`config.mk`:
```
export PLATFORM = sky130hd
export DESIGN_NAME = indexed_list_store
export DESIGN_NICKNAME = d
export VERILOG_FILES = /design/src/design/ils_pkg.sv /design/src/design/ils_ram.sv /design/src/design/ils_ctrl.sv /design/src/design/ils_dp.sv /design/src/design/indexed_list_store.sv
export SDC_FILE = /design/constraint.sdc
export NUM_CORES = 1
export LEC_CHECK = 0
export BUFFER_PORTS_ARGS = -buffer_cell sky130_fd_sc_hd__buf_2
export CAP_MARGIN = 25
export CORE_ASPECT_RATIO = 0.7
export CORE_UTILIZATION = 52
export CTS_CLUSTER_DIAMETER = 200
export DETAILED_ROUTE_END_ITERATION = 12
export MAX_ROUTING_LAYER = met4
export PLACE_DENSITY_LB_ADDON = 0.2
export SLEW_MARGIN = 20
export SYNTH_ARGS = -nofsm -noshare
export SYNTH_HDL_FRONTEND = slang
export SYNTH_SLANG_ARGS = --single-unit
```
`constraint.sdc`:
```
create_clock -name clk -period 6.6 [get_ports clk]
set_input_delay 0.33 -clock clk [delete_from_list [all_inputs] [get_ports clk]]
set_output_delay 0.33 -clock clk [all_outputs]
set_load 0.01 [all_outputs]
```
`src/design/ils_pkg.sv`:
```
`timescale 1ns / 1ps

package ils_pkg;

	localparam int ILS_DEPTH     = 16;
	localparam int ILS_WORD_BITS = 32;

	localparam int OP_BITS     = 3;
	localparam int POS_BITS    = 5;
	localparam int ITEM_BITS   = 32;
	localparam int LEN_BITS    = 5;
	localparam int STATUS_BITS = 2;

	typedef logic [OP_BITS-1:0] op_code_t;

	localparam op_code_t OP_APPEND  = 3'd0;
	localparam op_code_t OP_INSERT  = 3'd1;
	localparam op_code_t OP_ERASE   = 3'd2;
	localparam op_code_t OP_REVERSE = 3'd3;
	localparam op_code_t OP_READ    = 3'd4;
	localparam op_code_t OP_CLEAR   = 3'd5;

	typedef logic [STATUS_BITS-1:0] status_t;

	localparam status_t ST_OK    = 2'd0;
	localparam status_t ST_FULL  = 2'd1;
	localparam status_t ST_RANGE = 2'd2;

	// Commands from the controller to the datapath.
	typedef struct packed {
		logic accept;
		logic shift;
		logic drain;
		logic put;
		logic cap_read;
		logic rd_lo;
		logic rd_hi;
		logic wr_lo;
		logic wr_hi;
	} ils_cmd_t;

	// Status from the datapath to the controller.
	typedef struct packed {
		status_t st;
		logic    shift_need;
		logic    rev_need;
		logic    cur_last;
		logic    rev_more;
		logic    dir_up;
	} ils_stat_t;

endpackage

```
`src/design/ils_ram.sv`:
```
`timescale 1ns / 1ps

module ils_ram #(
	parameter int WIDTH = 32,
	parameter int DEPTH = 16
) (
	input  logic                     clk,
	input  logic                     we,
	input  logic [$clog2(DEPTH)-1:0] waddr,
	input  logic [WIDTH-1:0]         wdata,
	input  logic                     re,
	input  logic [$clog2(DEPTH)-1:0] raddr,
	output logic [WIDTH-1:0]         rdata
);

	logic [WIDTH-1:0] mem_q [DEPTH];
	logic [WIDTH-1:0] rdata_q;

	always_ff @(posedge clk) begin
		if (we) begin
			mem_q[waddr] <= wdata;
		end
		if (re) begin
			rdata_q <= mem_q[raddr];
		end
	end

	assign rdata = rdata_q;

endmodule

```
`src/design/ils_ctrl.sv`:
```
`timescale 1ns / 1ps

module ils_ctrl (
	input  logic              clk,
	input  logic              arst_n,
	input  logic              start,
	input  ils_pkg::op_code_t operation,
	input  ils_pkg::ils_stat_t stat,
	output ils_pkg::ils_cmd_t cmd,
	output logic              busy,
	output logic              done
);

	import ils_pkg::*;

	typedef enum logic [3:0] {
		S_IDLE,
		S_SHIFT,
		S_DRAIN,
		S_PUT,
		S_RD_WAIT,
		S_REV_RDLO,
		S_REV_RDHI,
		S_REV_WRLO,
		S_REV_WRHI,
		S_DONE
	} state_t;

	state_t state_q;
	state_t state_d;
	logic   busy_q;
	logic   done_q;
	logic   ok;

	assign ok = (stat.st == ST_OK);

	always_comb begin
		state_d = state_q;
		case (state_q)
			S_IDLE: begin
				if (start) begin
					case (operation)
						OP_INSERT, OP_ERASE: begin
							state_d = (ok && stat.shift_need) ? S_SHIFT : S_DONE;
						end
						OP_REVERSE: begin
							state_d = stat.rev_need ? S_REV_RDLO : S_DONE;
						end
						OP_READ: begin
							state_d = ok ? S_RD_WAIT : S_DONE;
						end
						default: begin
							state_d = S_DONE;
						end
					endcase
				end
			end
			S_SHIFT: begin
				if (stat.cur_last) begin
					state_d = S_DRAIN;
				end
			end
			S_DRAIN: begin
				state_d = stat.dir_up ? S_PUT : S_DONE;
			end
			S_PUT:      state_d = S_DONE;
			S_RD_WAIT:  state_d = S_DONE;
			S_REV_RDLO: state_d = S_REV_RDHI;
			S_REV_RDHI: state_d = S_REV_WRLO;
			S_REV_WRLO: state_d = S_REV_WRHI;
			S_REV_WRHI: begin
				state_d = stat.rev_more ? S_REV_RDLO : S_DONE;
			end
			S_DONE:     state_d = S_IDLE;
			default:    state_d = S_IDLE;
		endcase
	end

	always_comb begin
		cmd          = '0;
		cmd.accept   = (state_q == S_IDLE) && start;
		cmd.shift    = (state_q == S_SHIFT);
		cmd.drain    = (state_q == S_DRAIN);
		cmd.put      = (state_q == S_PUT);
		cmd.cap_read = (state_q == S_RD_WAIT);
		cmd.rd_lo    = (state_q == S_REV_RDLO);
		cmd.rd_hi    = (state_q == S_REV_RDHI);
		cmd.wr_lo    = (state_q == S_REV_WRLO);
		cmd.wr_hi    = (state_q == S_REV_WRHI);
	end

	always_ff @(posedge clk or negedge arst_n) begin
		if (!arst_n) begin
			state_q <= S_IDLE;
			busy_q  <= 1'b0;
			done_q  <= 1'b0;
		end else begin
			state_q <= state_d;
			busy_q  <= (state_d != S_IDLE);
			done_q  <= (state_d == S_DONE);
		end
	end

	assign busy = busy_q;
	assign done = done_q;

endmodule

```
`src/design/ils_dp.sv`:
```
`timescale 1ns / 1ps

module ils_dp #(
	parameter int DEPTH     = 16,
	parameter int WORD_BITS = 32
) (
	input  logic                                 clk,
	input  logic                                 arst_n,
	input  ils_pkg::ils_cmd_t                    cmd,
	output ils_pkg::ils_stat_t                   stat,
	input  ils_pkg::op_code_t                    operation,
	input  logic [ils_pkg::POS_BITS-1:0]         position,
	input  logic [ils_pkg::ITEM_BITS-1:0]        item_word,
	output logic                                 mem_we,
	output logic [$clog2(DEPTH)-1:0]             mem_waddr,
	output logic [WORD_BITS-1:0]                 mem_wdata,
	output logic                                 mem_re,
	output logic [$clog2(DEPTH)-1:0]             mem_raddr,
	input  logic [WORD_BITS-1:0]                 mem_rdata,
	output logic [ils_pkg::ITEM_BITS-1:0]        read_word,
	output logic [ils_pkg::LEN_BITS-1:0]         length,
	output ils_pkg::status_t                     status
);

	import ils_pkg::*;

	localparam int AW   = $clog2(DEPTH);
	localparam int CW   = $clog2(DEPTH + 1);
	localparam int CMPW = ((CW > POS_BITS) ? CW : POS_BITS) + 1;

	logic [CW-1:0]        count_q;
	logic [AW-1:0]        cur_q;
	logic [AW-1:0]        end_q;
	logic [AW-1:0]        wa_q;
	logic [AW-1:0]        pos_q;
	logic [WORD_BITS-1:0] word_q;
	logic [WORD_BITS-1:0] tmp_q;
	logic [ITEM_BITS-1:0] rword_q;
	status_t              status_q;
	logic                 dir_q;
	logic                 pend_q;

	logic [WORD_BITS-1:0] word_in;
	logic [CMPW-1:0]      pos_ext;
	logic [CMPW-1:0]      cnt_ext;
	logic [CMPW-1:0]      cnt_dec;
	logic [AW-1:0]        pos_a;
	logic [AW-1:0]        pos_p1;
	logic [AW-1:0]        cnt_a;
	logic [AW-1:0]        cnt_m1;
	logic                 full;
	logic                 ok;
	logic                 shift_need;
	status_t              st;

	assign word_in = WORD_BITS'(item_word);
	assign pos_ext = CMPW'(position);
	assign cnt_ext = CMPW'(count_q);
	assign cnt_dec = cnt_ext - CMPW'(1);
	assign pos_a   = pos_ext[AW-1:0];
	assign pos_p1  = pos_a + AW'(1);
	assign cnt_a   = cnt_ext[AW-1:0];
	assign cnt_m1  = cnt_dec[AW-1:0];
	assign full    = (cnt_ext == CMPW'(DEPTH));

	// Outcome of the operation on the beat being offered.
	always_comb begin
		st         = ST_OK;
		shift_need = 1'b0;
		case (operation)
			OP_APPEND: begin
				if (full) begin
					st = ST_FULL;
				end
			end
			OP_INSERT: begin
				if (pos_ext > cnt_ext) begin
					st = ST_RANGE;
				end else if (full) begin
					st = ST_FULL;
				end
				shift_need = (pos_ext < cnt_ext);
			end
			OP_ERASE: begin
				if (pos_ext >= cnt_ext) begin
					st = ST_RANGE;
				end
				shift_need = ((pos_ext + CMPW'(1)) < cnt_ext);
			end
			OP_READ: begin
				if (pos_ext >= cnt_ext) begin
					st = ST_RANGE;
				end
			end
			default: begin
				st = ST_OK;
			end
		endcase
	end

	assign ok = (st == ST_OK);

	assign stat.st         = st;
	assign stat.shift_need = shift_need;
	assign stat.rev_need   = (cnt_ext >= CMPW'(2));
	assign stat.cur_last   = (cur_q == end_q);
	assign stat.rev_more   = ((AW+1)'(cur_q) + (AW+1)'(2)) < (AW+1)'(end_q);
	assign stat.dir_up     = dir_q;

	always_ff @(posedge clk or negedge arst_n) begin
		if (!arst_n) begin
			count_q <= '0;
			pend_q  <= 1'b0;
		end else begin
			pend_q <= cmd.shift;
			if (cmd.accept && ok) begin
				case (operation)
					OP_APPEND, OP_INSERT: count_q <= count_q + CW'(1);
					OP_ERASE:             count_q <= count_q - CW'(1);
					OP_CLEAR:             count_q <= '0;
					default:              count_q <= count_q;
				endcase
			end
		end
	end

	// Cursor and end mark: shift source and last source, or the low and
	// high ends of the pair being swapped.
	always_ff @(posedge clk) begin
		if (cmd.accept) begin
			pos_q    <= pos_a;
			word_q   <= word_in;
			status_q <= st;
			rword_q  <= '0;
			dir_q    <= (operation == OP_INSERT);
			case (operation)
				OP_INSERT: begin
					cur_q <= cnt_m1;
					end_q <= pos_a;
				end
				OP_ERASE: begin
					cur_q <= pos_p1;
					end_q <= cnt_m1;
				end
				default: begin
					cur_q <= '0;
					end_q <= cnt_m1;
				end
			endcase
		end
		if (cmd.shift) begin
			cur_q <= dir_q ? (cur_q - AW'(1)) : (cur_q + AW'(1));
			wa_q  <= dir_q ? (cur_q + AW'(1)) : (cur_q - AW'(1));
		end
		if (cmd.wr_hi) begin
			cur_q <= cur_q + AW'(1);
			end_q <= end_q - AW'(1);
		end
		if (cmd.rd_hi) begin
			tmp_q <= mem_rdata;
		end
		if (cmd.cap_read) begin
			rword_q <= ITEM_BITS'(mem_rdata);
		end
	end

	always_comb begin
		mem_we    = 1'b0;
		mem_waddr = wa_q;
		mem_wdata = mem_rdata;
		if (cmd.accept && ok && (operation == OP_APPEND)) begin
			mem_we    = 1'b1;
			mem_waddr = cnt_a;
			mem_wdata = word_in;
		end else if (cmd.accept && ok && (operation == OP_INSERT) && !shift_need) begin
			mem_we    = 1'b1;
			mem_waddr = pos_a;
			mem_wdata = word_in;
		end else if ((cmd.shift || cmd.drain) && pend_q) begin
			mem_we    = 1'b1;
			mem_waddr = wa_q;
			mem_wdata = mem_rdata;
		end else if (cmd.put) begin
			mem_we    = 1'b1;
			mem_waddr = pos_q;
			mem_wdata = word_q;
		end else if (cmd.wr_lo) begin
			mem_we    = 1'b1;
			mem_waddr = cur_q;
			mem_wdata = mem_rdata;
		end else if (cmd.wr_hi) begin
			mem_we    = 1'b1;
			mem_waddr = end_q;
			mem_wdata = tmp_q;
		end
	end

	always_comb begin
		mem_re    = 1'b0;
		mem_raddr = cur_q;
		if (cmd.accept && (operation == OP_READ)) begin
			mem_re    = 1'b1;
			mem_raddr = pos_a;
		end else if (cmd.shift || cmd.rd_lo) begin
			mem_re    = 1'b1;
			mem_raddr = cur_q;
		end else if (cmd.rd_hi) begin
			mem_re    = 1'b1;
			mem_raddr = end_q;
		end
	end

	assign read_word = rword_q;
	assign length    = cnt_ext[LEN_BITS-1:0];
	assign status    = status_q;

endmodule

```
`src/design/indexed_list_store.sv`:
```
// Ordered list of up to DEPTH words with append, insert, erase, reverse, read
// and clear. An operation beat is taken when start is high and busy is low;
// busy then stays high until the result beat has been shown. Each operation
// gives exactly one result beat, marked by done for a single cycle, and the
// receiver cannot stall it: read_word, length and status must be taken in that
// cycle. Time per operation is set by the one element memory, which has one
// write and one read port. Append, clear, the unused codes, an insert at the
// end of the list, an erase of the last word and any rejected operation go
// straight to the result beat; a read passes through a wait state for the
// memory read; an insert below the length shifts, drains and then puts the new
// word; an erase below the last word shifts and drains; and a reverse swaps
// each pair (each swap is read low, read high, write low, write high). Shifts
// move one element per cycle. Length counts the words held after the operation;
// read_word is zero for everything but a good read. The memory needs no clearing
// after reset, since only entries below the length are ever used.
`timescale 1ns / 1ps

module indexed_list_store #(
	parameter int DEPTH     = ils_pkg::ILS_DEPTH,
	parameter int WORD_BITS = ils_pkg::ILS_WORD_BITS
) (
	input  logic                          clk,
	input  logic                          arst_n,
	input  logic                          start,
	output logic                          busy,
	input  ils_pkg::op_code_t             operation,
	input  logic [ils_pkg::POS_BITS-1:0]  position,
	input  logic [ils_pkg::ITEM_BITS-1:0] item_word,
	output logic                          done,
	output logic [ils_pkg::ITEM_BITS-1:0] read_word,
	output logic [ils_pkg::LEN_BITS-1:0]  length,
	output ils_pkg::status_t              status
);

	import ils_pkg::*;

	localparam int AW = $clog2(DEPTH);

	ils_cmd_t             cmd;
	ils_stat_t            stat;
	logic                 mem_we;
	logic [AW-1:0]        mem_waddr;
	logic [WORD_BITS-1:0] mem_wdata;
	logic                 mem_re;
	logic [AW-1:0]        mem_raddr;
	logic [WORD_BITS-1:0] mem_rdata;

	// The controller sequences each operation; the datapath owns the
	// element count, the cursors and the memory ports.
	ils_ctrl u_ctrl (
		.clk       (clk),
		.arst_n    (arst_n),
		.start     (start),
		.operation (operation),
		.stat      (stat),
		.cmd       (cmd),
		.busy      (busy),
		.done      (done)
	);

	ils_dp #(
		.DEPTH     (DEPTH),
		.WORD_BITS (WORD_BITS)
	) u_dp (
		.clk       (clk),
		.arst_n    (arst_n),
		.cmd       (cmd),
		.stat      (stat),
		.operation (operation),
		.position  (position),
		.item_word (item_word),
		.mem_we    (mem_we),
		.mem_waddr (mem_waddr),
		.mem_wdata (mem_wdata),
		.mem_re    (mem_re),
		.mem_raddr (mem_raddr),
		.mem_rdata (mem_rdata),
		.read_word (read_word),
		.length    (length),
		.status    (status)
	);

	// Element storage. Contents are undefined until written.
	ils_ram #(
		.WIDTH (WORD_BITS),
		.DEPTH (DEPTH)
	) u_ram (
		.clk   (clk),
		.we    (mem_we),
		.waddr (mem_waddr),
		.wdata (mem_wdata),
		.re    (mem_re),
		.raddr (mem_raddr),
		.rdata (mem_rdata)
	);

endmodule

```
After elaboration in Yosys (flattened, before gate mapping)
Memories as Yosys holds them, arrays and structs flattened. A register that Yosys moved wholly into a read port is not among the register bits. Index checks and enable logic that the tools add are counted.

Bits in registers: 127. Bits in writable memories: 512. Input port bits: 43. Output and inout port bits: 41. Word-level logic and storage cells: 122. Memories kept: 1.

Add/subtract/negate cells: 9. Magnitude comparators: 6. Equal/unequal tests: 16. Muxes and demuxes: 52. Reductions and logical operators: 24.

Memories: u_ram.mem_q (depth 16, bits a word 32, rd ports 1, clocked after memory_dff 1, wr ports 1, line ils_ram.sv:16) `logic [WIDTH-1:0] mem_q [DEPTH];`.

Operators by type and width (number): $mux W32 (8); $mux W4 (24); $pmux W4 S8 (1); $eq A4 B3 Y1 const B (4); $pmux W5 S3 (1); $mux W1 (12); $pmux W4 S3 (1); $sub A4 B1 Y4 const B (3); $add A4 B1 Y4 const B (2); $eq A4 B2 Y1 const B (2); $eq A4 B4 Y1 const B (2); $logic_and A1 B1 Y1 (8); $pmux W4 S2 (1); $reduce_or A2 Y1 (4); $add A5 B1 Y6 const B (1); $eq A3 B2 Y1 const B (2); $eq A3 B3 Y1 const B (2); $lt A6 B5 Y1 (1); $pmux W2 S3 (1); $reduce_bool A3 Y1 (2); $add A4 B2 Y5 const B (1); $add A5 B1 Y5 const B (1); $eq A5 B5 Y1 const B (1); $ge A5 B2 Y1 const B (1); other kinds (18) (21).

Longest topological paths before layout
Depth after elaboration: 12. Mapped depth: 11. Mapped depth without buffers: 10.

Hierarchy
Synthesis repeated with hierarchy kept, for this count alone.

Cell total of the unflattened synthesis: 1467. Area total of the unflattened synthesis: 27510.1 um2.

By module, submodules not included: ils_ram (times used 1, cells an instance 838, area an instance 20155.6 um2, sequential area each 16335.7 um2); ils_dp (times used 1, cells an instance 568, area an instance 6854.1 um2, sequential area each 3603.5 um2); ils_ctrl (times used 1, cells an instance 61, area an instance 500.5 um2, sequential area each 150.1 um2).

Worst setup path after synthesis
OpenSTA, ideal clock, no wires.

Path type: register to register. From: reg u_ctrl.state_q[0]. To: mem u_ram.mem_q[13][0], enable pin. Setup time: 0.421 ns. Data arrival time: 4.179 ns. Required time: 6.179 ns. Slack: 2.000 ns. Cell stages (with the launch flop): 9. Path buffers: 0. Clock period less this slack: 4.600 ns. Cell sequence: dfrtp_1 > nor2_1 > nand3_1 > clkinv_1 > and4_1 > or3_1 > o21ai_0 > nand2_1 > nor2_1.

RTL lines: start, declared (line ils_ctrl.sv:29) `state_t state_q;`; start signal, assigned (line ils_ctrl.sv:98) `state_q <= state_d;`; end, declared (line ils_ram.sv:16).

==> results.sh <==
export IMPL_cp_required_ns=6.92
export IMPL_insertion_delay_ns=0.62
export IMPL_core_sq_um=52500
export IMPL_start_kind="flop"
export IMPL_p_total_mw=16.0
export IMPL_crit_family="simple AND/OR/NAND/NOR gates"
export IMPL_hold_path_class="primary input to flop"
export IMPL_cpMostUsedCell="nand2_1"
export IMPL_diodes=0
export IMPL_relSlewSlack_pct=28.9
export IMPL_cts_sinks=671
export IMPL_ir_drop_uv=288
export IMPL_cp_max_fo=25
export IMPL_cts_tree="done"
export IMPL_overflow=0
export IMPL_p_int_mw=10.1
export IMPL_cts_buffers_inserted=60
export IMPL_pre_cts_ws_ns=2.04
export IMPL_drive_gt1_share_pct=13.1
export IMPL_wl_per_cell_um=25.8
export IMPL_path_clk_slew_ns=0.07
export IMPL_synth_main_ff_cell="edfxtp_1"
export IMPL_die_area_sq_um=54300
export IMPL_synthDistinctLibCells=66
export IMPL_syn_num_nets=2079
export IMPL_max_freq_mhz=216
export IMPL_rsz0062_at_grt="no"
export IMPL_critPathArrivalTime_ns=4.95
export IMPL_ioPinCount=84
export IMPL_layout_nets=2193
export IMPL_grt_pass1_vias=16835
export IMPL_layout_common_cells="edfxtp_1 (659), nand2_1 (388), a21oi_1 (210), mux2i_1 (101), buf_2 (83)"
export IMPL_num_rows=70
export IMPL_p_seq_share_pct=41.9
export IMPL_area_growth_pct=13.7
export IMPL_synth_area_sq_um=27800
export IMPL_fill_cells=3953
export IMPL_dp_hpwl_um=43300
export IMPL_finalMaxSlewViolations=0
export IMPL_hold_violations=0
export IMPL_ant_nets=0
export IMPL_worstMarginPinSlew_ns=1.06
export IMPL_gp_congestion=0.954
export IMPL_swShare_pct=37.2
export IMPL_min_period_ns=4.63
export IMPL_stdcell_area_sq_um=31600
export IMPL_grt_max_degree=169
export IMPL_dr_pass1_iters=6
export IMPL_io_buffers=83
export IMPL_crit_path_top_delay_cell="nor2_4"
export IMPL_synth_seq_cells=671
export IMPL_synth_sequential_area_ratio_pct=72.4
export IMPL_h_tree_depth=2
export IMPL_crit_path_max_incr_delay_ns=0.88
export IMPL_critPathCaptureType="flop"
export IMPL_finalWorstSetupSlack_ns=1.97
export IMPL_yosysWarnings=0
export IMPL_whs_ns=0.0951
export IMPL_vias_per_cell=6.19
export IMPL_dieWidth_um=278
export IMPL_power_density_nw_per_um2=508
export IMPL_setup_violations=0
export IMPL_max_cap_violations=0
export IMPL_seqCellArea_sq_um=20100
export IMPL_p_switching_mw=5.97
export IMPL_power_frac_clock_pct=21.0
export IMPL_root_buffer="clkbuf_16"
export IMPL_drtIter0Drc=2251
export IMPL_synth_edff_count=659
export IMPL_leakage_nw=11.2
export IMPL_gr_usage_all_layers_pct=27.9
export IMPL_antenna_found_initial=0
export IMPL_crit_path_cell_trace="nor2_1 -> nand3_1 -> inv_2 -> nand2_1 -> nor4b_1 -> a221o_1 -> nand2_1 -> nor2_4 -> buf_4"
export IMPL_grt_pass1_wl_um=109000
export IMPL_path_buf_inv=2
export IMPL_p_comb_share_pct=37.0
export IMPL_dpl_cell_area_sq_um=29300
export IMPL_num_vias=17692
export IMPL_wl_um=73800
export IMPL_skew_ns=0.0307
export IMPL_async_flop_share_pct=1.79
export IMPL_start_util_pct=52.9
export IMPL_die_height_um=195
export IMPL_worst_setup_path_type="flop to flop"
export IMPL_syn_area_per_cell_sq_um=13.8
export IMPL_fin_crit_sh_pct=70.1
export IMPL_cts_setup_buffers=0
export IMPL_multi_input_area_sq_um=7240
export IMPL_drc=0
export IMPL_timing_setup_tns_ns=0
export IMPL_synthCells=2008
export IMPL_status="complete, no violations"
export IMPL_cts_path_max_buffers=3
export IMPL_layout_commonest_cell="edfxtp_1"
[synth_stat cells, types with 7 or more instances]
master	number	area share [%]
buf_4	12	0.32
and3_1	34	0.77
nand3_1	77	1.4
nor3_1	7	0.13
xnor2_1	14	0.44
a21oi_1	210	3.8
edfxtp_1	659	71
a22oi_1	64	1.7
mux2i_1	102	3.7
a32o_1	33	1.2
nor2_1	38	0.51
a221o_1	34	1.2
inv_1	20	0.27
nand2_1	390	5.3
buf_2	38	0.69
nand2b_1	9	0.20
ha_1	27	1.2
o21ai_0	52	0.94
dfrtp_1	12	1.1
clkbuf_1	72	0.97
buf_1	10	0.14
[layout make-up]
cell class	instances	area share [%]
inverter	22	0.262
multi-input combinational	1183	22.9
clock buffer	73	4.91
timing repair buffer	184	4.51
clock inverter	39	1.01
sequential	671	63.7
tap	684	2.71
[cells by family after synthesis]
kind of cell	count (synthesis)	synth area share, %
AOI/OAI and AO/OA	440	10.3
adders and majority gates	29	1.32
xor gates and xnor gates	19	0.599
and+or+nand+nor	591	9.27
buffers and inverters	154	2.42
DFF	671	72.4
muxes	104	3.76
[flip-flops by register name, summed over array words and instances (netlist names)]
register        count
u_dp.dir_q          1
u_ram.mem_q       512
u_dp.tmp_q         32
u_dp.cur_q          4
u_dp.pos_q          4
u_dp.word_q        32
u_dp.length         5
u_dp.pend_q         1
u_dp.end_q          4
u_dp.read_word     32
u_dp.status         2
u_ram.rdata        32
u_ctrl.done         1
u_ctrl.busy         1
u_dp.wa_q           4
u_ctrl.state_q      4
[path summary, 6_finish.rpt]
check / start / to / slack (ns) / cells past startpoint
min: position[1] / u_dp.pos_q[1] / 0.1 / 1
max in group asynchronous: arst_n / u_ctrl.state_q[0] / 6.17 / 2
max reg2reg: u_ctrl.state_q[2] / u_ram.mem_q[10][21] / 1.97 / 9
min reg2reg: u_ram.rdata[14] / u_dp.tmp_q[14] / 0.48 / 0
min in group asynchronous: arst_n / u_dp.length[2] / 0.16 / 2
max: u_ctrl.state_q[2] / u_ram.mem_q[10][21] / 1.97 / 9
[power groups by stage]
stage	logic (mW)	clock network, mW	registers (mW)
final	5.93	3.37	6.72
after global routing	6.37	3.57	6.77
after CTS	5.86	3.41	6.71
after detailed placement	5.81	0	6.79
after global placement	5.56	0	6.80
after floorplan	3.61	0	6.67
[routing by layer]
layer  track usage [%]  vias up  routed length [um]
met5                 -        -                   0
met4              5.75        0                1460
met3              4.38      131                6790
met2              40.4      908               32500
met1              42.0     8822               33100
li1                  -     7831                   -
[per-stage QoR]
| step | instances | util (%) |
|---|---|---|
| after floorplan | 2008 | - |
| after global placement | 2697 | 55.5 |
| after detailed placement | 2709 | 55.9 |
| after CTS | 2854 | 60.1 |
| after global routing | 2856 | 60.2 |
| final | 2856 | 60.2 |
[timing repair]
action | 4_1_cts | 5_1_grt
setup endpoints to repair | 0 | 0
hold endpoints to repair | 44 | 0
resized for setup | 0 | 0
hold buffers | 33 | 0
(Power assumes the default switching activity.)
